<file path="config.mk">
export PLATFORM = sky130hd
export DESIGN_NAME = slu_ram
export DESIGN_NICKNAME = d
export VERILOG_FILES = /design/src/assert_macros.svh /design/src/slu_ram.sv
export SDC_FILE = /design/constraint.sdc
export NUM_CORES = 2
export LEC_CHECK = 0
export BUFFER_PORTS_ARGS = -buffer_cell sky130_fd_sc_hd__buf_4
export CORE_UTILIZATION = 61
export CTS_CLUSTER_SIZE = 24
export DETAILED_ROUTE_END_ITERATION = 16
export PLACE_DENSITY = 0.79
export SLEW_MARGIN = 40
export SYNTH_ARGS = -nofsm -noshare
export SYNTH_HDL_FRONTEND = slang
export SYNTH_SLANG_ARGS = --single-unit
export TNS_END_PERCENT = 30
</file>
<file path="constraint.sdc">
create_clock -name clk -period 5.75 [get_ports clk]
set_input_delay 0.2875 -clock clk [delete_from_list [all_inputs] [get_ports clk]]
set_output_delay 0.2875 -clock clk [all_outputs]
set_load 0.1 [all_outputs]
</file>
<file path="src/assert_macros.svh">
// ---------------------------------------------------------------------------
// assert_macros.svh
// Concurrent assertion shorthands clocked on clk and disabled in reset.
// ---------------------------------------------------------------------------
`ifndef ASSERT_MACROS_SVH
`define ASSERT_MACROS_SVH

// property holds at every clock edge out of reset
`define ASSERT_ALWAYS(label, prop, msg) \
    label: assert property (@(posedge clk) disable iff (!rst_n) (prop)) else $error(msg);

// antecedent implies consequent in the next cycle
`define ASSERT_NEXT(label, ante, cons, msg) \
    label: assert property (@(posedge clk) disable iff (!rst_n) (ante) |=> (cons)) \
        else $error(msg);

`endif

</file>
<file path="src/slu_ram.sv">
// ---------------------------------------------------------------------------
// slu_ram
// Generic single-write, single-read RAM with registered read data.
// ---------------------------------------------------------------------------
module slu_ram #(
    parameter int WIDTH = 32,
    parameter int DEPTH = 64
) (
    input  logic                     clk,
    input  logic                     we,
    input  logic [$clog2(DEPTH)-1:0] waddr,
    input  logic [WIDTH-1:0]         wdata,
    input  logic [$clog2(DEPTH)-1:0] raddr,
    output logic [WIDTH-1:0]         rdata
);

    logic [WIDTH-1:0] mem_reg [DEPTH];
    logic [WIDTH-1:0] rdata_reg;

    always_ff @(posedge clk)
    begin
        if (we)
        begin
            mem_reg[waddr] <= wdata;
        end
        rdata_reg <= mem_reg[raddr];
    end

    assign rdata = rdata_reg;

endmodule

</file>
# [After elaboration in Yosys (flattened, before gate mapping)]
# Memories as Yosys holds them, arrays and structs flattened. A register that Yosys moved wholly into a read port is not among the register bits.
# Index checks and enable logic that the tools add are counted.
[word_totals] reg_bits=0 ram_bits=2048 inputBits=46 wordCells=3 mem_count=1
[classes] muxes=2
[mem_list] memory="mem_reg" words=64 word_bits=32 rd=1 rd_clocked_by_memory_dff=1 wr=1 line="slu_ram.sv:17" rtl="logic [WIDTH-1:0] mem_reg [DEPTH];"
[ops] operator="2-to-1 mux 1 bit" count=2

# [Depth between registers and ports, before layout]
[depth] depth_word=2 ltp_mapped=10 mapped_depth_nobuf=5

# [Worst setup path after synthesis]
# Ideal clock, no wire load.
[synth_timing] kind="input-to-reg" from="input port waddr[3]" to="memory mem_reg[48][0] (enable)" setup_ns=0.461 arrival_time_ns=2.986 t_required_ns=5.289 slack_ns=2.303 cell_stages=4 n_path_buf=1 cell_sequence="clkbuf_1 > nor2b_1 > nand4b_1 > nor3_1"
[synth_rtl] item="start, declared" line="slu_ram.sv:11" rtl="input logic [$clog2(DEPTH)-1:0] waddr,"
[synth_rtl] item="end, declared" line="slu_ram.sv:17"
# No word-level cell before the write port.

==> impl_results.md <==
* Status: completed
* Pin count of the biggest net entering global routing at 103
* Max H-tree Level at 4
* Vias at 38500
* PwrDens at 355 nW/um2
* Share of cells above drive strength 1 at 29.8%
* Fin util at 69.0%
* #FFs+latches synth at 2080
* Vias per cell at 7.18
* Worst vdd ir at 342 uV
* Fillers at 7083
* Post-route clock period utilization at 50.2%
* Worst skew pair latency at 0.82 ns
* Area occupied by multi-input gates at 16100 um2
* Slew headroom at 38.6%
* CTS tree: done
* Initial antenna violation count at 22
* DR iter-0 viols at 6019
* Nets at 3571
* Total GRT Usage at 32.4%
* Number of hold buffers added after CTS at 0
* Most used DFF post-synth: edfxtp_1
* Per-cell routed wire length at 38.7 um
* Pleak at 27.4 nW
* # IOs at 78
* Global-route wire length before repair at 290 mm
* Die Width at 361 um
* Final WL at 208 mm
* Grt met1 use at 42.8%
* Worst Hold Launch: wdata[30]
* Placed cells at 4991
* Grt total ovfl at 0
* Register area share after synthesis at 79.1%
* CTS max path bufs at 3
* Max FO, Critical Path at 67
* Cell area after synthesis at 78500 um2
* Hold path cells at 1
* Syn Area/Cell at 23.6 um2
* Core Area at 128000 um2
* Final Hold Vio Count at 0
* Final setup fails at 0
* Busiest grt layer: met2
* Crit end category: flop
* Number of port buffers at 77
* Setup TNS Final at 0 ns
* Worst R2R Setup Slack at 3.26 ns
* Final HPWL DP at 103 mm
* Fin. max-slew vios at 0
* Row count at 131
* Max cap viols at 0
* RD Place Congestion at 0.819
* CTS clk-pin slew, worst paths at 0.07 ns
* Fin cells at 5363
* Post-synthesis instance total at 3324
* DR pass1 iterations at 5
* Ys async rst share at 0%
* EDFF count, synth at 2048
* Post-route ant nets at 0
* Synth-to-Final Area Change at 12.2%
* F_max at 0.347 GHz
* Num Clock Sinks at 2080
* Critical Path AT at 3.54 ns
* FF/Latch Area at 62100 um2
* Pin slew with the least headroom to its limit at 0.921 ns
* Die Area at 130000 um2
* Post_cts resized at 0
* Met3 Use GR at 7.94%
* Num CTS Buffers at 192
* Count of unique library cells instantiated by Yosys at 34
* Vert. Die Dim at 361 um
* Layout Skew at 0.0309 ns
* RSZ-0062 raised after global routing: false
* Vias in the first global route at 39200
* R2r worst-path depth at 4
* Clock Tree Root: clkbuf_16
* Critical Path RT at 6.40 ns
* Grt met2 use at 50.9%
* Yosys warning total at 0
* Crit path time final at 2.88 ns
* Initial Util at 61.5%
* Post-CTS setup buffers at 0
* # DRC at 0
* Setup crit start kind: input pin
* Critical R2R Launch: mem_reg[32][7]$_DFFE_PP_
* Setup CP Type: input pin to flop
* Hold path endpoint: mem_reg[44][30]$_DFFE_PP_
* Max FFs per register at 2048
* Hold Path Class: input pin to flop
* Worst reg2reg endpoint: rdata[7]$_DFF_P_
* Mapped Nets at 3370
## layout make-up
cell class / instances / share of cell area [%]
timing repair buffer: 189 / 1.83
tap: 1662 / 2.36
clock inverter: 111 / 1.06
clock buffer: 250 / 5.93
multi-input combinational: 1062 / 18.2
sequential: 2080 / 70.6
antenna: 9 / 0.0256
## worst max path at each step
stage / end / startpoint / depth (start not counted)
2_1_floorplan: mem_reg[48][0]$_DFFE_PP_ / waddr[3] / 4
3_3_place_gp: rdata[13]$_DFF_P_ / raddr[0] / 6
3_5_place_dp: rdata[7]$_DFF_P_ / raddr[0] / 6
4_1_cts: rdata[13]$_DFF_P_ / raddr[0] / 6
5_1_grt: rdata[13]$_DFF_P_ / raddr[0] / 6
6_report: rdata[23]$_DFF_P_ / raddr[0] / 6
## synthesized netlist by cell type, types with 3 or more instances
cell,count,area share [%]
and3_1,4,0.032
buf_2,57,0.36
dfxtp_1,32,0.82
nand2b_1,8,0.064
o221ai_1,27,0.30
nand3b_1,5,0.048
edfxtp_1,2048,78
nor2b_1,15,0.12
nand2_1,26,0.12
nor3_1,7,0.045
a21oi_1,62,0.40
or3b_2,3,0.033
mux2i_1,93,1.2
clkbuf_1,74,0.35
nor2_1,137,0.65
buf_4,25,0.24
a22oi_1,12,0.11
or3_1,3,0.024
o22ai_1,84,0.67
a311oi_1,8,0.089
buf_1,21,0.10
a41o_1,4,0.051
buf_6,5,0.072
nand3_1,5,0.032
o32ai_1,4,0.045
mux4_2,544,16
## report_power, final
part | switching [mW] | internal [mW] | total, mW
logic | 1.28 | 0.578 | 1.85
clock network | 5.60 | 6.97 | 12.6
registers | 0.0812 | 16.8 | 16.9
total | 6.95 | 24.3 | 31.3
## cell usage in the layout, fill, tap and decap left out, drive strengths merged, types with 7 or more instances in the layout
| master | instances |
|---|---|
| a21oi | 62 |
| a22oi | 12 |
| a311oi | 8 |
| buf | 189 |
| bufinv | 12 |
| clkbuf | 250 |
| clkinv | 80 |
| clkinvlp | 10 |
| dfxtp | 32 |
| diode | 9 |
| edfxtp | 2048 |
| inv | 9 |
| mux2i | 93 |
| mux4 | 544 |
| nand2 | 26 |
| nand2b | 8 |
| nor2 | 137 |
| nor2b | 15 |
| nor3 | 7 |
| o221ai | 27 |
| o22ai | 84 |
## worst max-delay path, cell delays in order
cell,delay (ns)
buf_8,0.49
buf_12,0.53
mux4_2,0.59
mux4_2,0.62
o22ai_1,0.70
nor2_1,0.15
## routing by layer
| metal | vias up | wire length (um) |
|---|---|---|
| met5 | - | 151 |
| met4 | 24 | 11800 |
| met3 | 593 | 27700 |
| met1 | 20000 | 68100 |
| met2 | 3281 | 99800 |
| li1 | 14700 | - |
## cells by family (layout without fill, tap and decap cells)
| kind of cell | count (synthesis) | in the layout | synth area share, % |
|---|---|---|---|
| buffers and inverters | 182 | 550 | 1.13 |
| AND/OR/NAND/NOR | 223 | 223 | 1.27 |
| other | 0 | 9 | 0 |
| multiplexers | 637 | 637 | 16.8 |
| flip-flops | 2080 | 2080 | 79.1 |
| AO/OA/AOI/OAI | 202 | 202 | 1.67 |
## per-stage QoR
stage                     hold slack [ns]  total power, mW  cell area [um2]  setup slack, ns
after floorplan                     0.386             18.2            78500             2.30
after global placement              0.719             18.9            81700             1.91
after detailed placement            0.747             19.0            81800             2.14
after CTS                          0.0168             31.3            88000             2.92
after global routing               0.0387             31.9            88100             2.75
final                              0.0439             31.3            88100             2.87
Power figures use the tool's default switching activity.
