==> config.mk <==
export PLATFORM = sky130hd
export DESIGN_NAME = slu_mul
export DESIGN_NICKNAME = d
export VERILOG_FILES = /design/src/assert_macros.svh /design/src/slu_mul.sv
export SDC_FILE = /design/constraint.sdc
export NUM_CORES = 2
export LEC_CHECK = 0
export BUFFER_PORTS_ARGS = -buffer_cell sky130_fd_sc_hd__buf_2
export CAP_MARGIN = 20
export CORE_MARGIN = 4
export CORE_UTILIZATION = 60
export CTS_CLUSTER_SIZE = 28
export DETAILED_ROUTE_END_ITERATION = 10
export PLACE_DENSITY = 0.88
export RECOVER_POWER = 50
export SKIP_CTS_REPAIR_TIMING = 1
export SYNTH_ARGS = -nofsm -noshare
export SYNTH_HDL_FRONTEND = slang
export SYNTH_SLANG_ARGS = --single-unit
==> constraint.sdc <==
create_clock -name clk -period 15.1 [get_ports clk]
set_clock_uncertainty 0.1 [all_clocks]
set_input_delay 0.755 -clock clk [delete_from_list [all_inputs] [get_ports clk]]
set_output_delay 0.755 -clock clk [all_outputs]
set_load 0.01 [all_outputs]
==> src/assert_macros.svh <==
// ---------------------------------------------------------------------------
// assert_macros.svh
// Concurrent assertion shorthands clocked on clk and disabled in reset.
// ---------------------------------------------------------------------------
`ifndef ASSERT_MACROS_SVH
`define ASSERT_MACROS_SVH

// property holds at every clock edge out of reset
`define ASSERT_ALWAYS(label, prop, msg) \
    label: assert property (@(posedge clk) disable iff (!rst_n) (prop)) else $error(msg);

// antecedent implies consequent in the next cycle
`define ASSERT_NEXT(label, ante, cons, msg) \
    label: assert property (@(posedge clk) disable iff (!rst_n) (ante) |=> (cons)) \
        else $error(msg);

`endif

==> src/slu_mul.sv <==
// ---------------------------------------------------------------------------
// slu_mul
// Shared signed 33x33 multiplier with registered product.
// ---------------------------------------------------------------------------
module slu_mul (
    input  logic               clk,
    input  logic signed [32:0] a,
    input  logic signed [32:0] b,
    output logic signed [65:0] p
);

    logic signed [65:0] p_reg;

    always_ff @(posedge clk)
    begin
        p_reg <= a * b;
    end

    assign p = p_reg;

endmodule

# Yosys cells after proc, flatten, opt, wreduce, memory -nomap -nowiden
# Index checks and enable logic that the tools add are counted.
# W data, S select, Z words.
[word_totals]
register_bits = 66
in_bits = 67
out_inout_bits = 66
word_cells = 2
[op_classes]
mul = 1
[op_table]
columns = ["op", "n"]
rows = [
  ["$mul A33 B33 Y66", 1],
]

# Depth between registers and ports, before layout
[depth]
word_depth = 1
ltp_mapped = 27
ltp_nobuf = 26

# Least setup slack after synthesis
# No wires, ideal clock.
[synth_timing]
path_type = "input to register"
startpoint = "input a[32]"
endpoint = "register p_reg[62] (netlist: p[62])"
setup_time_ns = 0.079
arrival_time_ns = 7.912
t_required_ns = 14.921
setup_slack_ns = 7.009
path_stages = 23
path_buffers = 2
path_cell_list = "clkbuf_1 > nand2_1 > inv_1 > fa_1 > fa_1 > fa_1 > fa_1 > fa_1 > fa_1 > fa_1 > inv_1 > fa_1 > inv_1 > ha_1 > clkbuf_1 > and3_1 > nand3_1 > nand2b_1 > a2111oi_4 > a211oi_4 > a21o_2 > a21o_1 > a211oi_2"
[synth_via]
elab_chain_cells = 1
[synth_lines]
columns = ["item", "line_no", "source"]
rows = [
  ["from (decl)", "slu_mul.sv:7", "input logic signed [32:0] a,"],
  ["$mul A33 B33 Y66", "slu_mul.sv:16", "p_reg <= a * b;"],
  ["to (signal assigned)", "slu_mul.sv:16", ""],
  ["to (decl)", "slu_mul.sv:12", "logic signed [65:0] p_reg;"],
]
# Every way passes these cells.

# Final worst setup path
[layout_timing]
startpoint = "input b[0]"
endpoint = "register p_reg[64] (netlist: p[64])"
[layout_via]
elab_chain_cells = 1
[layout_lines]
columns = ["item", "line_no", "source"]
rows = [
  ["from (decl)", "slu_mul.sv:8", "input logic signed [32:0] b,"],
  ["$mul A33 B33 Y66", "slu_mul.sv:16", ""],
]
# Every way passes these cells.

==> run_results.csv <==
group,metric,value,unit
synthesis,synth_edf_count,0,
critical_path,cp.required,15290,ps
timing,setup_viol,0,
die,die-area,0.0721,mm²
global_route,grt_util_all_layers,31.5,%
timing,slew_violations,34,
synthesis,synth_area,0.0407,mm²
die,rows,95,
clocking,root_buffer,"clkbuf_16",
synthesis,synth_warnings,0,
timing,finalCritPeriodShare,61.6,%
synthesis,post_synth_inst_count,4338,
timing,worstMarginPinSlew,1550,ps
min_path,worstHoldPathType,"in2reg",
cells_and_area,n_fill_cell,5208,
cells_and_area,drive_gt1_share,3.06,%
critical_path,crit_path_start_kind,"input pin",
min_path,holdPathStages,3,
global_route,antenna_found_initial,5,
die,start_util,60.5,%
outcome,outcome,"finished with violations",
detailed_routing,drc,0,
detailed_routing,post_drt_wl_per_cell,20.8,µm
detailed_routing,wl,107000,µm
synthesis,avgSynthCellArea,9.39,µm²
clocking,cts_sinks,66,
die,die_h,269,µm
detailed_routing,vias,29800,
die,io_pins,133,
synthesis,syn_nets,5767,
cells_and_area,final_util,62.4,%
placed_design,gp_congestion,0.953,
timing,max_freq,108,MHz
cells_and_area,largest_reg_flops,66,
synthesis,ys_ff_latch,66,
clocking,htreeDepth,3,
outcome,violations,"capacitance limit, slew limit",
cells_and_area,final_nets,5702,
clocking,numCtsBuffers,9,
die,coreArea,0.0673,mm²
clocking,cts_buffer_depth,2,
critical_path,critical_path_class,"in2reg",
placed_design,dpl.hpwl,86900,µm
clocking,clk_pin_slew,60,ps
die,die_x,269,µm
cells_and_area,multi_input_area,0.0343,mm²
job,maxCapViolations,1,
timing,final-hold-violation-count,0,
timing,setup_tns,0,ps
critical_path,worst_setup_path_end_kind,"flop",
placed_design,numPortBuffers,132,
cells_and_area,layout.area.seq,0.00132,mm²
detailed_routing,drt_iter0_markers,2437,
synthesis,ys_seq_area_share,3.24,%
timing,rsz0062_at_grt,"no",
detailed_routing,via_per_inst,5.78,
detailed_routing,drt_first_pass_iters,7,
global_route,gr-total-overflow,0,
global_route,grt_max_degree,34,
synthesis,synthArstFlopShare,0,%
clocking,cts_tree,"yes",
cells_and_area,syn2layout_area_growth,2.99,%
detailed_routing,antenna_left,0,
timing,maxSlewHeadroom,-3.16,%
critical_path,arrival,9480,ps
synthesis,synth_ff_type,"dfxtp_1",
timing,finalCriticalPeriod,9300,ps
critical_path,crit_fanout,33,
global_route,grt_pass1_wl,176000,µm
global_route,grt_pass1_vias,34100,
synthesis,synthDistinctLibCells,80,
[logic make-up after synthesis]
family	share of synthesized area [%]
and+or+nand+nor	15.8
adders and majority gates	62.9
xor gates and xnor gates	1.46
buffers and inverters	12.5
AOI/OAI and AO/OA	4.07
DFF	3.24
[routing by layer]
metal  vias to the layer above  share of wire, %  track usage (%)
met1                     15300                33             36.6
met5                         -             0.011                0
li1                      12200                 -                -
met4                         2               6.8             17.7
met3                       522               9.5             7.58
met2                      1838                50             54.0
[layout make-up]
cell class,count,area share (%)
Multi-Input combinational cell,2920,81.8
Inverter,1131,10.1
Sequential cell,66,3.15
Tap cell,873,2.60
Timing Repair Buffer,145,1.61
Clock buffer,11,0.555
Clock inverter,5,0.131
Antenna cell,4,0.0239
[Yosys cell counts, types with 3 or more instances]
library cell / number / area, µm²
fa_1: 1145 / 22900
inv_1: 1131 / 4250
and2_1: 562 / 3520
nand2_1: 551 / 2070
ha_1: 217 / 2720
clkbuf_1: 208 / 781
nor2_1: 68 / 255
dfxtp_1: 66 / 1320
a21oi_1: 57 / 285
xnor2_1: 43 / 377
a21o_1: 36 / 270
nand3_1: 25 / 125
o21ai_0: 25 / 125
xor2_1: 25 / 219
nand2b_1: 12 / 75.1
buf_2: 11 / 55.1
nand4_1: 11 / 68.8
o21bai_1: 11 / 82.6
a31oi_1: 8 / 50.1
a211oi_1: 7 / 52.6
nor3_1: 7 / 35.0
a211o_1: 6 / 52.6
o21a_1: 6 / 45.0
o21ai_1: 6 / 30.0
and3_1: 5 / 31.3
and4_1: 5 / 43.8
nor2b_1: 5 / 31.3
o211ai_1: 4 / 30.0
a211oi_2: 3 / 37.5
a21oi_2: 3 / 26.3
o31ai_4: 3 / 63.8
or2_2: 3 / 18.8
or3_1: 3 / 18.8
[cell usage in the layout, fill, tap and decap left out, types with 4 or more instances in the layout]
| cell | n |
|---|---|
| nand2b_1 | 12 |
| a21o_1 | 36 |
| nor2_1 | 68 |
| nor2b_1 | 5 |
| a31oi_1 | 8 |
| xor2_1 | 25 |
| o21bai_1 | 11 |
| o211ai_1 | 4 |
| nor3_1 | 7 |
| buf_2 | 67 |
| nand3_1 | 25 |
| diode_2 | 4 |
| fa_1 | 1145 |
| nand4_1 | 11 |
| and4_1 | 5 |
| buf_4 | 13 |
| clkbuf_16 | 9 |
| a21oi_1 | 57 |
| and3_1 | 5 |
| a211o_1 | 6 |
| ha_1 | 217 |
| o21ai_1 | 6 |
| dfxtp_1 | 66 |
| clkbuf_1 | 67 |
| o21a_1 | 6 |
| xnor2_1 | 43 |
| inv_1 | 1131 |
| nand2_1 | 551 |
| and2_1 | 561 |
| a211oi_1 | 7 |
| o21ai_0 | 25 |
[per-stage QoR]
stage / hold WS [ps] / instances / setup WS [ps] / area [µm²]
after floorplan: 782 / 4338 / 7010 / 40700
after global placement: 1050 / 5135 / 6070 / 41700
after detailed placement: 1050 / 5135 / 5970 / 41700
after CTS: 852 / 5151 / 6340 / 42000
after global routing: 916 / 5153 / 5510 / 41900
final: 907 / 5155 / 5800 / 42000
[path summary, 6_finish.rpt]
check	startpoint	to	slack [ps]
worst max-delay path	b[0]	p[64]	5800
worst min-delay path	a[0]	p[0]	910
[critical path, cell delays in order]
cell	delay [ps]
clkbuf_1	1090
nand2_1	250
inv_1	200
fa_1	510
fa_1	630
fa_1	420
buf_4	220
fa_1	1220
fa_1	590
fa_1	510
fa_1	500
inv_1	60
fa_1	470
inv_1	40
ha_1	420
nand4_1	230
nor3_1	470
o311ai_4	260
nand3_2	250
a211oi_1	100
a311oi_1	270
Power is left out: the tool's default activity adds up to more than one toggle a clock period on the data nets, which glitch-free logic cannot reach.
