**src/assert_macros.svh**
```systemverilog
// ---------------------------------------------------------------------------
// assert_macros.svh
// Concurrent assertion shorthands clocked on clk and disabled in reset.
// ---------------------------------------------------------------------------
`ifndef ASSERT_MACROS_SVH
`define ASSERT_MACROS_SVH

// property holds at every clock edge out of reset
`define ASSERT_ALWAYS(label, prop, msg) \
    label: assert property (@(posedge clk) disable iff (!rst_n) (prop)) else $error(msg);

// antecedent implies consequent in the next cycle
`define ASSERT_NEXT(label, ante, cons, msg) \
    label: assert property (@(posedge clk) disable iff (!rst_n) (ante) |=> (cons)) \
        else $error(msg);

`endif

```
**src/slu_pkg.sv**
```systemverilog
// ---------------------------------------------------------------------------
// slu_pkg
// Shared types and constants of the simplex Lion update step.
// ---------------------------------------------------------------------------
package slu_pkg;

    localparam int MAX_LEN_DEF = 64;

    localparam logic [15:0] STEP_RATE_RST = 16'd655;
    localparam logic [15:0] BLEND_RST     = 16'd58982;
    localparam logic [15:0] MDECAY_RST    = 16'd65470;
    localparam logic [15:0] WDECAY_RST    = 16'd655;

    localparam logic [32:0] ONE_Q16   = 33'd65536;
    localparam logic [32:0] LN2_Q16   = 33'd45426;
    localparam logic [32:0] LOG2E_Q16 = 33'd94548;

    localparam int XW     = 24;
    localparam int EW     = 31;
    localparam int SUM_W  = 37;
    localparam int ACC_W  = 61;
    localparam int CFG_IW = 3;

    localparam logic signed [XW-1:0] LOG_FLOOR = 24'sh800000;
    localparam logic signed [XW-1:0] LOG_CEIL  = 24'sh7FFFFF;

    typedef enum logic [CFG_IW-1:0] {
        CFG_STEP_RATE = 3'd0,
        CFG_BLEND     = 3'd1,
        CFG_MDECAY    = 3'd2,
        CFG_WDECAY    = 3'd3
    } cfg_idx_t;

    typedef enum logic {
        ITER_SQRT = 1'b0,
        ITER_DIV  = 1'b1
    } iter_mode_t;

    typedef struct packed {
        logic       start;
        iter_mode_t mode;
    } iter_ctl_t;

    typedef enum logic [4:0] {
        ST_LOAD, ST_LMAX, ST_LG_SQ, ST_LG_AC,
        ST_E_RD, ST_E_LD, ST_E_F, ST_E_GA, ST_E_A1, ST_E_A2, ST_E_M1, ST_E_M2,
        ST_E_LN, ST_E_X, ST_E_WD, ST_E_S, ST_E_X2,
        ST_X_RD, ST_X_LD, ST_X_T, ST_X_SQ, ST_X_SQW, ST_X_E,
        ST_D_RD, ST_D_ST, ST_D_W, ST_D_OUT
    } state_t;

endpackage

```
**src/slu_iter.sv**
```systemverilog
// ---------------------------------------------------------------------------
// slu_iter
// Shared compare-subtract step unit: bitwise integer square root (31 steps)
// or restoring division with a 17-bit quotient (17 steps).
// ---------------------------------------------------------------------------
module slu_iter (
    input  logic                      clk,
    input  logic                      rst_n,
    input  slu_pkg::iter_ctl_t        ctl,
    input  logic [slu_pkg::ACC_W-1:0] op_a,
    input  logic [slu_pkg::SUM_W-1:0] op_b,
    output logic                      done,
    output logic [slu_pkg::EW-1:0]    result
);
    import slu_pkg::*;

    logic             busy_reg, busy_next;
    logic             done_reg, done_next;
    iter_mode_t       mode_reg, mode_next;
    logic [4:0]       cnt_reg, cnt_next;
    logic [ACC_W-1:0] acc_reg, acc_next;
    logic [ACC_W-1:0] res_reg, res_next;
    logic [ACC_W-1:0] bit_reg, bit_next;
    logic [ACC_W:0]   cand;
    logic             ge;

    always_comb
    begin
        cand = (mode_reg == ITER_SQRT) ? ({1'b0, res_reg} + {1'b0, bit_reg})
                                       : {1'b0, bit_reg};
        ge        = {1'b0, acc_reg} >= cand;
        busy_next = busy_reg;
        done_next = 1'b0;
        mode_next = mode_reg;
        cnt_next  = cnt_reg;
        acc_next  = acc_reg;
        res_next  = res_reg;
        bit_next  = bit_reg;
        if (ctl.start)
        begin
            busy_next = 1'b1;
            mode_next = ctl.mode;
            acc_next  = op_a;
            res_next  = '0;
            if (ctl.mode == ITER_SQRT)
            begin
                bit_next = ACC_W'(1) << (ACC_W - 1);
                cnt_next = 5'd30;
            end
            else
            begin
                bit_next = ACC_W'({op_b, 16'b0});
                cnt_next = 5'd16;
            end
        end
        else if (busy_reg)
        begin
            if (ge)
            begin
                acc_next = acc_reg - cand[ACC_W-1:0];
            end
            if (mode_reg == ITER_SQRT)
            begin
                res_next = ge ? ((res_reg >> 1) + bit_reg) : (res_reg >> 1);
                bit_next = bit_reg >> 2;
            end
            else
            begin
                res_next = {res_reg[ACC_W-2:0], ge};
                bit_next = bit_reg >> 1;
            end
            cnt_next = cnt_reg - 5'd1;
            if (cnt_reg == 5'd0)
            begin
                busy_next = 1'b0;
                done_next = 1'b1;
            end
        end
    end

    always_ff @(posedge clk or negedge rst_n)
    begin
        if (!rst_n)
        begin
            busy_reg <= 1'b0;
            done_reg <= 1'b0;
            mode_reg <= ITER_SQRT;
            cnt_reg  <= '0;
        end
        else
        begin
            busy_reg <= busy_next;
            done_reg <= done_next;
            mode_reg <= mode_next;
            cnt_reg  <= cnt_next;
        end
    end

    always_ff @(posedge clk)
    begin
        acc_reg <= acc_next;
        res_reg <= res_next;
        bit_reg <= bit_next;
    end

    assign done   = done_reg;
    assign result = res_reg[EW-1:0];

endmodule

```
**config.mk**
```make
export PLATFORM = sky130hd
export DESIGN_NAME = slu_iter
export DESIGN_NICKNAME = d
export VERILOG_FILES = /design/src/assert_macros.svh /design/src/slu_pkg.sv /design/src/slu_iter.sv
export SDC_FILE = /design/constraint.sdc
export NUM_CORES = 1
export LEC_CHECK = 0
export CELL_PAD_IN_SITES_DETAIL_PLACEMENT = 1
export CELL_PAD_IN_SITES_GLOBAL_PLACEMENT = 1
export CORE_ASPECT_RATIO = 0.5
export CORE_MARGIN = 5
export CORE_UTILIZATION = 40
export CTS_CLUSTER_DIAMETER = 100
export CTS_CLUSTER_SIZE = 8
export DETAILED_ROUTE_END_ITERATION = 10
export DONT_BUFFER_PORTS = 1
export PLACE_DENSITY = 0.68
export SYNTH_ARGS = -nofsm -noshare
export SYNTH_HDL_FRONTEND = slang
export SYNTH_SLANG_ARGS = --single-unit
```
**constraint.sdc**
```tcl
create_clock -name clk -period 12.8 [get_ports clk]
set_clock_uncertainty 0.1 [all_clocks]
set_input_delay 2.56 -clock clk [delete_from_list [all_inputs] [get_ports clk]]
set_output_delay 2.56 -clock clk [all_outputs]
set_load 0.02 [all_outputs]
```
* Word-level counts from Yosys, hierarchy flattened
Index checks and enable logic that the tools add are counted.
** Operators by class
- Order comparisons :: 1
- Reduce and logical (&&, ||, !) cells :: 4
- Multiplexer cells :: 19
- Add/subtract/negate cells :: 4
** Operators by type and width (number)
- $mux W61 :: 8
- $add A61 B61 Y62 :: 1
- $ge A61 B62 Y1 :: 1
- $mux W62 :: 1
- $add A60 B61 Y61 :: 1
- $sub A61 B61 Y61 :: 1
- $mux W60 :: 1
- $mux W5 :: 2
- $mux W1 :: 6
- $logic_not A5 Y1 :: 1
- $sub A5 B1 Y5 const B :: 1
- $mux W4 :: 1
- $reduce_bool A2 Y1 :: 2
- $reduce_and A2 Y1 :: 1
** Word-level totals
- Bits of input ports :: 102
- Output and inout bits :: 32
- Register bits after elaboration :: 191

* Longest topological paths before layout
Gate-level depths: netlist of the first run.
- Depth in word-level cells :: 6
- Depth in mapped cells :: 28

* Worst setup path after synthesis of the first run
Ideal clock, no wire load.
- Path type :: register to register
- From :: reg bit_reg[0]
- To :: reg acc_reg[0], enable pin
- Path slack :: 5.991 ns
- Arrival time :: 6.292 ns
- Stages on the path, launching flop included :: 25
- Library setup time :: 0.417 ns
- Cells stage by stage :: edfxtp_1 > ha_1 > fa_1 > a21o_1 > a31oi_1 > o21bai_1 > a311oi_2 > nor3_1 > nor2_1 > o21ai_0 > a221o_1 > a21oi_1 > xnor2_1 > mux2i_1 > ha_1 > clkbuf_1 > nand4_1 > nor3_1 > nand3_1 > nor4_1 > a21o_1 > a221o_1 > o31ai_4 > inv_2 > a21o_1
** Between the ends
- Longest elaborated chain between the ends :: 5
** Ends and longest elaborated chain
- start, declared :: line slu_iter.sv:23 : logic [ACC_W-1:0] bit_reg, bit_next;
- start signal, assigned :: line slu_iter.sv:103 : bit_reg <= bit_next;
- $add A61 B61 Y62 :: line slu_iter.sv:29 : cand = (mode_reg == ITER_SQRT) ? ({1'b0, res_reg} + {1'b0, bit_reg})
- $mux W62 (*) :: line slu_iter.sv:29
- $ge A61 B62 Y1 (*) :: line slu_iter.sv:31 : ge = {1'b0, acc_reg} >= cand;
- $reduce_bool A2 Y1 (no source line) (*)
- $reduce_and A2 Y1 (no source line) (*)
- end signal, assigned :: line slu_iter.sv:101 : acc_reg <= acc_next;
- end, declared :: line slu_iter.sv:21 : logic [ACC_W-1:0] acc_reg, acc_next;
Every way passes the cells marked *; elsewhere a longest branch is shown, timed or not.
A chain may end at the register's enable or synchronous reset.

* Worst setup path after layout of the first run
- From :: reg res_reg[0]
- To :: reg acc_reg[5], enable pin
** Between the ends
- Longest elaborated chain between the ends :: 5
** Ends and longest elaborated chain
- start, declared :: line slu_iter.sv:22 : logic [ACC_W-1:0] res_reg, res_next;
- start signal, assigned :: line slu_iter.sv:102 : res_reg <= res_next;
- $add A61 B61 Y62 :: line slu_iter.sv:29
- $mux W62 :: line slu_iter.sv:29
- $ge A61 B62 Y1 :: line slu_iter.sv:31
- $reduce_bool A2 Y1 (no source line)
- $reduce_and A2 Y1 (no source line)
Every way passes these cells.

==> results.yml, run 1 <==
sta:
  layout_setup_ws_ns: 4.594
  max_freq_mhz: 121.9
  tightest_slew_ns: 1.022
  rsz0062_at_grt: "no"
  fin_tns_setup_ns: 0
  finalMaxSlewViolations: 0
  period_needed_ns: 8.206
  finalSetupViolCount: 0
  fin_crit_sh_pct: 64.11
  max_slew_margin_pct: 31.75
  final_hold_viol_count: 0
pwr:
  max-vdd-ir-drop_v: 0.0001042
  leakage_nw: 8.706
  power.density_nw_per_um2: 218.9
  total_power_mw: 4.555
critical_path:
  crit_arrival_ns: 8.20
  worstRegToRegCells: 26
  worstSetupPathType: "reg -> reg"
  cp_max_fo: 72
  r2r_slack_ns: 4.59
  slowest_stage: "buf_4"
  crit_start: "res_reg[0]"
  setup.worst_path.start_class: "flip-flop"
  worstSetupEndpointType: "flip-flop"
  max_stage_delay_ns: 0.70
  worstReg2RegEnd: "acc_reg[5]"
  required_ns: 12.79
  timing.rr.start: "res_reg[0]"
routing:
  first_pass_iters: 5
  ant_nets: 0
  drt-total-wl_mm: 66.32
  wl_per_cell_um: 21.72
  vias: 18330
  initialDrtViolationCount: 1122
  vias_per_cell: 6.003
  drc: 0
yosys:
  synth-seq-cells: 191
  syn_nets: 2799
  synth_top_area_share_pct: 18.29
  synth_area_um2: 20040
  yosysUniqueCellTypes: 85
  async_flop_share_pct: 4.188
  synth_top_area_cell: "edfxtp_1"
  synth.avg_cell_area_um2: 7.982
  postSynthCellCount: 2510
  yosysSeqAreaShare_pct: 25.38
  ys_top_cells_by_area: "edfxtp_1 18%, ha_1 11%, o21ai_0 6.7%"
  synth_edf_count: 122
  ys_dominant_reg_cell: "edfxtp_1"
  ys_warn_count: 0
outcome:
  status: "completed"
place:
  dpl_worst_slack_ns: 4.708
  place.gp.congestion: 0.8946
  portBuffers: 0
  placed_cell_area_um2: 20220
  hpwl_mm: 50.91
clocking:
  cts_buffers: 17
  clockBufferDepth: 2
  clk_pin_slew_worst_paths_ns: 0.08
  cts_resized: 0
  cts_sinks: 191
  cts_setup_buffers: 0
  h-tree-depth: 4
  cts_root_buffer: "clkbuf_16"
  clkLatencyLatePin_ns: 0.47
  cts_tree: "yes"
  cts_hold_buf: 0
hold_path:
  hp-start: "cnt_reg[4]"
  hp-class: "reg -> reg"
  hold_depth: 2
  hold_path_end: "cnt_reg[4]"
cells_and_area:
  fillers: 6016
  fin_util_pct: 41.74
  finalInstanceArea_um2: 20810
  drive_gt1_share_pct: 3.886
  antenna_cells: 0
  nets: 2669
  synthToLayoutAreaGrowth_pct: 3.859
die:
  fp.dieH_um: 168.3
  num_rows: 58
  die_w_um: 326.5
  die_area_um2: 54940
  start_util_pct: 40.19
  coreArea_um2: 49860
  io_pins: 134
grt:
  grt_pass1_vias: 18450
  grt_start_max_net_pins: 250
  grt_pass1_wl_mm: 104.0
  antenna_found_initial: 0
  grt_use_total_pct: 23.49
  overflow: 0
job:
  drv_cap: 0
-- layout make-up --
class	instances	area, um^2	share of cell area [%]
Multi-Input combinational cell	2082	13920	66.90
Inverter	75	281.5	1.353
Clock buffer	25	516.7	2.483
Clock inverter	7	76.32	0.3668
Tap cell	660	825.8	3.968
Sequential cell	191	5090	24.46
Timing Repair Buffer	13	97.59	0.4690
-- layout by cell type (no fill, tap or decap), types with 6 or more instances in the layout --
cell / synthesis / layout
edfxtp_1: 122 / 122
o211ai_1: 7 / 7
o22ai_1: 7 / 7
nand4_1: 33 / 33
o32ai_1: 13 / 13
clkbuf_16: 0 / 18
a211oi_1: 37 / 37
a31oi_1: 30 / 30
nor3_1: 47 / 47
a21o_1: 108 / 107
nand2_1: 236 / 236
mux2_2: 28 / 28
nor3b_1: 8 / 8
nor2_1: 176 / 176
o21bai_1: 40 / 40
inv_1: 74 / 72
nand3b_1: 6 / 6
nand3_1: 60 / 60
o31ai_1: 10 / 10
dfrtp_1: 8 / 6
dfxtp_1: 61 / 61
ha_1: 184 / 184
xor2_1: 74 / 74
xnor2_1: 93 / 93
buf_4: 35 / 13
nor2b_1: 31 / 31
nand2b_1: 47 / 47
or3_1: 11 / 11
and3_1: 22 / 22
and4_1: 6 / 6
o21a_1: 20 / 20
nor4_1: 7 / 7
o221ai_1: 6 / 6
a21oi_1: 266 / 266
o21ai_0: 267 / 267
a221o_1: 9 / 9
and2_1: 11 / 10
a21boi_0: 10 / 10
mux2i_1: 87 / 87
-- routing by layer --
layer / global-route usage (%) / vias to the layer above / share of wire (%)
met5: 0 / - / 0
met4: 4.375 / 0 / 1.3
met3: 3.601 / 49 / 3.1
met2: 41.93 / 226 / 49
met1: 30.54 / 9069 / 47
li1: - / 8982 / -
-- per-stage QoR --
stage,cells,hold WS (ns)
after floorplan,2510,0.3854
after global placement,3021,0.4101
after detailed placement,3021,0.4217
after CTS,3053,0.4430
after global routing,3053,0.4785
final,3053,0.4431
-- worst max-delay path by stage --
stage	cells after the start	slack, ns	endpoint
global placement	26	4.85	acc_reg[6]
detailed placement	26	4.71	acc_reg[8]
global route	26	4.06	acc_reg[0]
finish	26	4.59	acc_reg[5]
floorplan	24	5.99	acc_reg[0]
CTS	26	4.66	acc_reg[7]
-- synthesized netlist by cell type, types with 8 or more instances --
| cell | number |
|---|---|
| a211oi_1 | 37 |
| a21boi_0 | 10 |
| a21o_1 | 108 |
| a21oi_1 | 266 |
| a221o_1 | 9 |
| a31oi_1 | 30 |
| and2_1 | 11 |
| and3_1 | 22 |
| buf_1 | 14 |
| buf_4 | 35 |
| clkbuf_1 | 109 |
| dfrtp_1 | 8 |
| dfxtp_1 | 61 |
| edfxtp_1 | 122 |
| ha_1 | 184 |
| inv_1 | 74 |
| mux2_2 | 28 |
| mux2i_1 | 87 |
| nand2_1 | 236 |
| nand2b_1 | 47 |
| nand3_1 | 60 |
| nand4_1 | 33 |
| nor2_1 | 176 |
| nor2b_1 | 31 |
| nor3_1 | 47 |
| nor3b_1 | 8 |
| o21a_1 | 20 |
| o21ai_0 | 267 |
| o21bai_1 | 40 |
| o31ai_1 | 10 |
| o32ai_1 | 13 |
| or3_1 | 11 |
| xnor2_1 | 93 |
| xor2_1 | 74 |
-- critical path: cells and delay by family (launching register included) --
family,cells,cell delay (ns)
muxes,1,0.19
buffers and inverters,3,1.38
xor gates and xnor gates,1,0.16
adders and majority gates,3,1.06
AOI/OAI and AO/OA,18,4.35
DFF,1,0.45
-- kinds of logic after synthesis --
group | after synthesis | synth area share, %
compound gates | 895 | 27.52
fa+ha+maj | 187 | 11.79
simple gates | 718 | 16.94
flops | 191 | 25.38
buf+inv | 237 | 5.152
mux | 115 | 5.920
xor+xnor | 167 | 7.300
-- report_power, final --
part	switching, mW	internal, mW
logic	1.74	1.13
registers	0.208	0.901
clock network	0.272	0.302
total	2.22	2.34
No activity file was read; power rests on OpenSTA's default activity.
==> inputs of run 2 (changes only) <==
- ABC_AREA: not set -> 1
- PLACE_DENSITY: 0.68 -> 0.75
- clock period: 12.8 -> 7.3 ns (I/O delays scaled with it)
==> results.yml, run 2 <==
die:
  start_util_pct: 40.72
  die_w_um: 347.5
  fp.dieH_um: 178.8
  io_pins: 134
  num_rows: 61
  die_area_um2: 62120
  coreArea_um2: 55940
yosys:
  synth-adder-area-share_pct: 10.37
  yosys.area_share.simple_pct: 35.83
  postSynthCellCount: 3747
  ys_warn_count: 0
  yosysUniqueCellTypes: 45
  synth_xor_area_share_pct: 3.306
  synth.most_common_cell: "nand2_1"
  synth_top_family_by_area: "simple AND/OR/NAND/NOR gates"
  synth_top_area_cell: "nand2_1"
  ys_top_cells_by_count: "995 x nand2_1, 581 x nor2_1, 420 x inv_1"
  yosysSeqAreaShare_pct: 22.32
  ys_top_cells_by_area: "nand2_1 16%, edfxtp_1 16%, ha_1 10%"
  synth_edf_count: 122
  synth_compound_area_share_pct: 18.23
  synth.avg_cell_area_um2: 6.080
  async_flop_share_pct: 4.188
  synth-seq-cells: 191
  synth_area_um2: 22780
  synth_top_area_share_pct: 16.39
  syn_nets: 4036
  ys_dominant_reg_cell: "edfxtp_1"
  muxShareOfSynthArea_pct: 0
grt:
  grt_start_max_net_pins: 161
  antenna_found_initial: 6
  grt_pass1_wl_mm: 156.7
  grt_use_total_pct: 33.26
  overflow: 0
  grt_pass1_vias: 25420
routing:
  drc: 0
  drt-total-wl_mm: 105.8
  wirelength_met1_mm: 50.80
  vias_per_cell: 5.897
  wl_met2_mm: 42.14
  initialDrtViolationCount: 2424
  routed.top_layer: "met5"
  first_pass_iters: 5
  vias: 26200
  wl_per_cell_um: 23.80
  ant_nets: 0
  wl_met3_mm: 10.27
critical_path:
  cp_max_fo: 61
  cp_common_cell: "nand2_1"
  slowest_stage: "o21ai_0"
  crit_family: "compound AO/OA/AOI/OAI gates"
  required_ns: 7.65
  max_stage_delay_ns: 0.96
  cp_num_buf_inv: 2
  crit_arrival_ns: 7.16
  worstSetupPathType: "reg -> reg"
  worstSetupEndpointType: "flip-flop"
  setup.worst_path.start_class: "flip-flop"
clocking:
  cts_setup_buffers: 0
  cts_sinks: 191
  cts_buffers: 17
  cts_hold_buf: 0
  cts_root_buffer: "clkbuf_16"
  cts_resized: 0
  clkLatencyLatePin_ns: 0.51
  clockBufferDepth: 2
  cts_tree: "yes"
  clk_pin_slew_worst_paths_ns: 0.08
  h-tree-depth: 4
sta:
  rsz0062_at_grt: "no"
  fin_crit_sh_pct: 93.32
  finalSetupViolCount: 0
  final_hold_viol_count: 0
  max_freq_mhz: 146.8
  tightest_slew_ns: 1.192
  finalMaxSlewViolations: 0
  max_slew_margin_pct: 19.71
  fin_tns_setup_ns: 0
  period_needed_ns: 6.812
pwr:
  power_frac_seq_pct: 22.8
  leakage_nw: 10.94
  max-vdd-ir-drop_v: 0.0002098
  power.density_nw_per_um2: 338.0
  clkPwrFrac_pct: 12.7
  p_int_mw: 3.619
  p_comb_share_pct: 64.6
  p_switching_mw: 4.481
  switching_share_pct: 55.32
place:
  portBuffers: 0
  place.gp.congestion: 0.9892
  placed_cell_area_um2: 23390
  hpwl_mm: 86.19
  dp.cells: 4410
cells_and_area:
  layout.cells.non_filler: 4443
  final_common_cell: "nand2_1"
  synthToLayoutAreaGrowth_pct: 5.190
  fin_util_pct: 42.84
  finalInstanceArea_um2: 23960
  drive_gt1_share_pct: 2.984
  nets: 3962
  fillers: 7647
  final_cell_mix: "994 x nand2_1, 580 x nor2_1, 418 x inv_1"
job:
  drv_cap: 0
hold_path:
  hp-class: "reg -> reg"
outcome:
  status: "completed"
## run 2: cell types whose count changed after synthesis, moves of 37 or more
cell and delta:
nand2_1 +759, nor2_1 +405, inv_1 +346, nand3_1 +166, mux2i_1 -87, a21o_1 -77, xnor2_1 -63, nand4_1 +56
nand2b_1 -47, clkbuf_1 -37
## run 2: metrics by stage
stage	setup slack (ns)	hold WS (ns)	power [mW]
floorplan	1.539	0.3488	5.286
global placement	0.7702	0.3714	6.839
detailed placement	0.7554	0.3935	6.961
CTS	0.7267	0.4070	8.004
global route	0.02817	0.4198	8.675
finish	0.4879	0.4049	8.101
## run 2: path summary, 6_finish.rpt
check                            from           to  slack, ns  cells past startpoint
setup / recovery           bit_reg[4]  res_reg[30]       0.49                     27
hold reg to reg            cnt_reg[4]   cnt_reg[4]       0.40                      1
min in group asynchronous       rst_n         done       0.53                      0
hold / removal             cnt_reg[4]   cnt_reg[4]       0.40                      1
max in group asynchronous       rst_n     mode_reg       6.48                      0
setup reg to reg           bit_reg[4]  res_reg[30]       0.49                     27
## run 2: power groups by stage
stage	registers (mW)	clock network (mW)	logic, mW
final	1.84	1.03	5.23
after global routing	1.86	1.08	5.74
after CTS	1.83	1.03	5.14
after detailed placement	1.85	0	5.11
after global placement	1.83	0	5.00
after floorplan	1.70	0	3.59
## run 2: kinds of logic (layout without fill, tap and decap cells)
group / Yosys count / in the layout
adder cells (fa/ha/maj): 187 / 187
buffers and inverters: 556 / 495
flip-flops: 191 / 191
AND/OR/NAND/NOR: 1982 / 1982
XOR/XNOR: 86 / 86
other: 0 / 1
AO/OA/AOI/OAI: 745 / 745
## run 2: layout make-up
type | instances | area [um^2] | area share, %
inverter | 424 | 1597 | 6.662
clock buffer | 19 | 442.9 | 1.848
sequential | 191 | 5089 | 21.23
antenna | 1 | 2.502 | 0.01044
timing repair buffer | 39 | 317.8 | 1.326
clock inverter | 13 | 128.9 | 0.5378
tap | 756 | 945.9 | 3.947
multi-input combinational | 3000 | 15440 | 64.43
## run 2: per-layer routing
metal,global-route usage (%),vias to the layer above
li1,-,12260
met1,50.04,12790
met2,48.41,1033
met3,6.476,115
met4,8.328,6
met5,0,-
==> inputs of run 3 (changes only) <==
- PLACE_DENSITY: 0.75 -> not set
- PLACE_DENSITY_LB_ADDON: not set -> 0.1
==> results.yml, run 3 (synthesis gave the netlist of run 2 again) <==
grt:
  grt_pass1_wl_mm: 157.5
  grt_pass1_vias: 25290
  grt_use_total_pct: 33.66
  grt_start_max_net_pins: 161
  overflow: 0
  antenna_found_initial: 4
clocking:
  cts_setup_buffers: 0
  cts_resized: 0
  clockBufferDepth: 2
  h-tree-depth: 4
  cts_sinks: 191
  clkLatencyLatePin_ns: 0.51
  cts_root_buffer: "clkbuf_16"
  cts_buffers: 17
  cts_hold_buf: 0
  clk_pin_slew_worst_paths_ns: 0.09
  cts_tree: "yes"
cells_and_area:
  finalInstanceArea_um2: 23990
  final_common_cell: "nand2_1"
  nets: 3963
  final_cell_mix: "994 x nand2_1, 580 x nor2_1, 418 x inv_1"
  layout.cells.non_filler: 4444
  drive_gt1_share_pct: 2.983
  synthToLayoutAreaGrowth_pct: 5.289
outcome:
  status: "completed"
pwr:
  max-vdd-ir-drop_v: 0.0002461
  power.density_nw_per_um2: 338.8
  total_power_mw: 8.127
  leakage_nw: 10.95
routing:
  vias_per_cell: 5.823
  drc: 0
  drt-total-wl_mm: 106.6
  vias: 25880
  ant_nets: 0
  first_pass_iters: 5
  wl_per_cell_um: 23.99
  initialDrtViolationCount: 2278
critical_path:
  required_ns: 7.64
  crit_family: "simple AND/OR/NAND/NOR gates"
  worstSetupEndpointType: "flip-flop"
  cp_common_cell: "nand2_1"
  worstSetupPathType: "reg -> reg"
  slowest_stage: "dfxtp_1"
  crit_arrival_ns: 7.09
  cp_max_fo: 61
  setup.worst_path.start_class: "flip-flop"
  worstRegToRegCells: 28
  path_depth: 28
  r2r_slack_ns: 0.55
  max_stage_delay_ns: 0.62
  cp_num_buf_inv: 3
  worstReg2RegEnd: "res_reg[37]"
  timing.rr.start: "res_reg[2]"
die:
  num_rows: 61
  start_util_pct: 40.72
  coreArea_um2: 55940
  die_area_um2: 62120
  io_pins: 134
  die_w_um: 347.5
  fp.dieH_um: 178.8
sta:
  period_needed_ns: 6.755
  final_hold_viol_count: 0
  finalMaxSlewViolations: 0
  max_slew_margin_pct: 17.26
  rsz0062_at_grt: "no"
  whs_ns: 0.3887
  fin_tns_setup_ns: 0
  fin_crit_sh_pct: 92.53
  finalSetupViolCount: 0
  max_freq_mhz: 148.0
  tightest_slew_ns: 1.228
place:
  hpwl_mm: 86.90
  portBuffers: 0
  place.gp.congestion: 0.9935
  dp.cells: 4411
  placed_cell_area_um2: 23400
hold_path:
  hp-start: "cnt_reg[4]"
  hold_path_end: "cnt_reg[4]"
  hp-class: "reg -> reg"
  hold_depth: 1
job:
  drv_cap: 0
## run 3: cell count changes in the layout (fill, tap and decap cells not counted)
cell       change
buf_4          +1
clkinv_2       -1
clkbuf_8       -1
bufinv_16      +1
clkinv_1       +1
## run 3: worst max-delay path by stage
stage / endpoint / from
4_1_cts: acc_reg[53] / res_reg[2]
5_1_grt: res_reg[29] / res_reg[2]
2_1_floorplan: acc_reg[0] / bit_reg[2]
3_5_place_dp: acc_reg[47] / res_reg[2]
3_3_place_gp: acc_reg[44] / res_reg[2]
6_report: res_reg[37] / res_reg[2]
## run 3: where the power goes
| group | total, mW | internal (mW) | switching [mW] |
|---|---|---|---|
| Clock | 1.05 | 0.513 | 0.535 |
| Sequential | 1.85 | 1.53 | 0.321 |
| Combinational | 5.23 | 1.60 | 3.63 |
## run 3: per-layer routing
metal  up-vias  part of all wire [%]  track usage [%]  wire length (um)
met2       846                    39            47.66             41610
li1      12260                     -                -                 -
met4         4                   2.7            9.074              2853
met1     12640                    48            49.23             51450
met5         -                 0.022                0                23
met3       129                    10            10.16             10660
## run 3: area by class of cell
type                            count  area (um^2)
Fill cell                        7631        31960
Multi-Input combinational cell   3000        15440
Sequential cell                   191         5089
Inverter                          424         1597
Tap cell                          756        945.9
Clock buffer                       18        429.2
Timing Repair Buffer               40        325.3
Clock inverter                     14        157.7
Antenna cell                        1        2.502
## run 3: per-stage QoR
stage	utilization, %	setup WS, ns
final	42.88	0.5452
after global placement	41.82	0.7714
after detailed placement	41.82	0.7685
after CTS	42.87	0.7247
after floorplan	-	1.539
after global routing	42.87	0.06211
## run 3: worst register-to-register path, delay by kind of cell, from the launching register on
| kind | cells | cell delay, ns |
|---|---|---|
| buffers and inverters | 3 | 0.81 |
| DFF | 1 | 0.62 |
| AOI/OAI and AO/OA | 5 | 2.00 |
| xor gates and xnor gates | 1 | 0.25 |
| and+or+nand+nor | 17 | 2.21 |
| adders and majority gates | 2 | 0.71 |
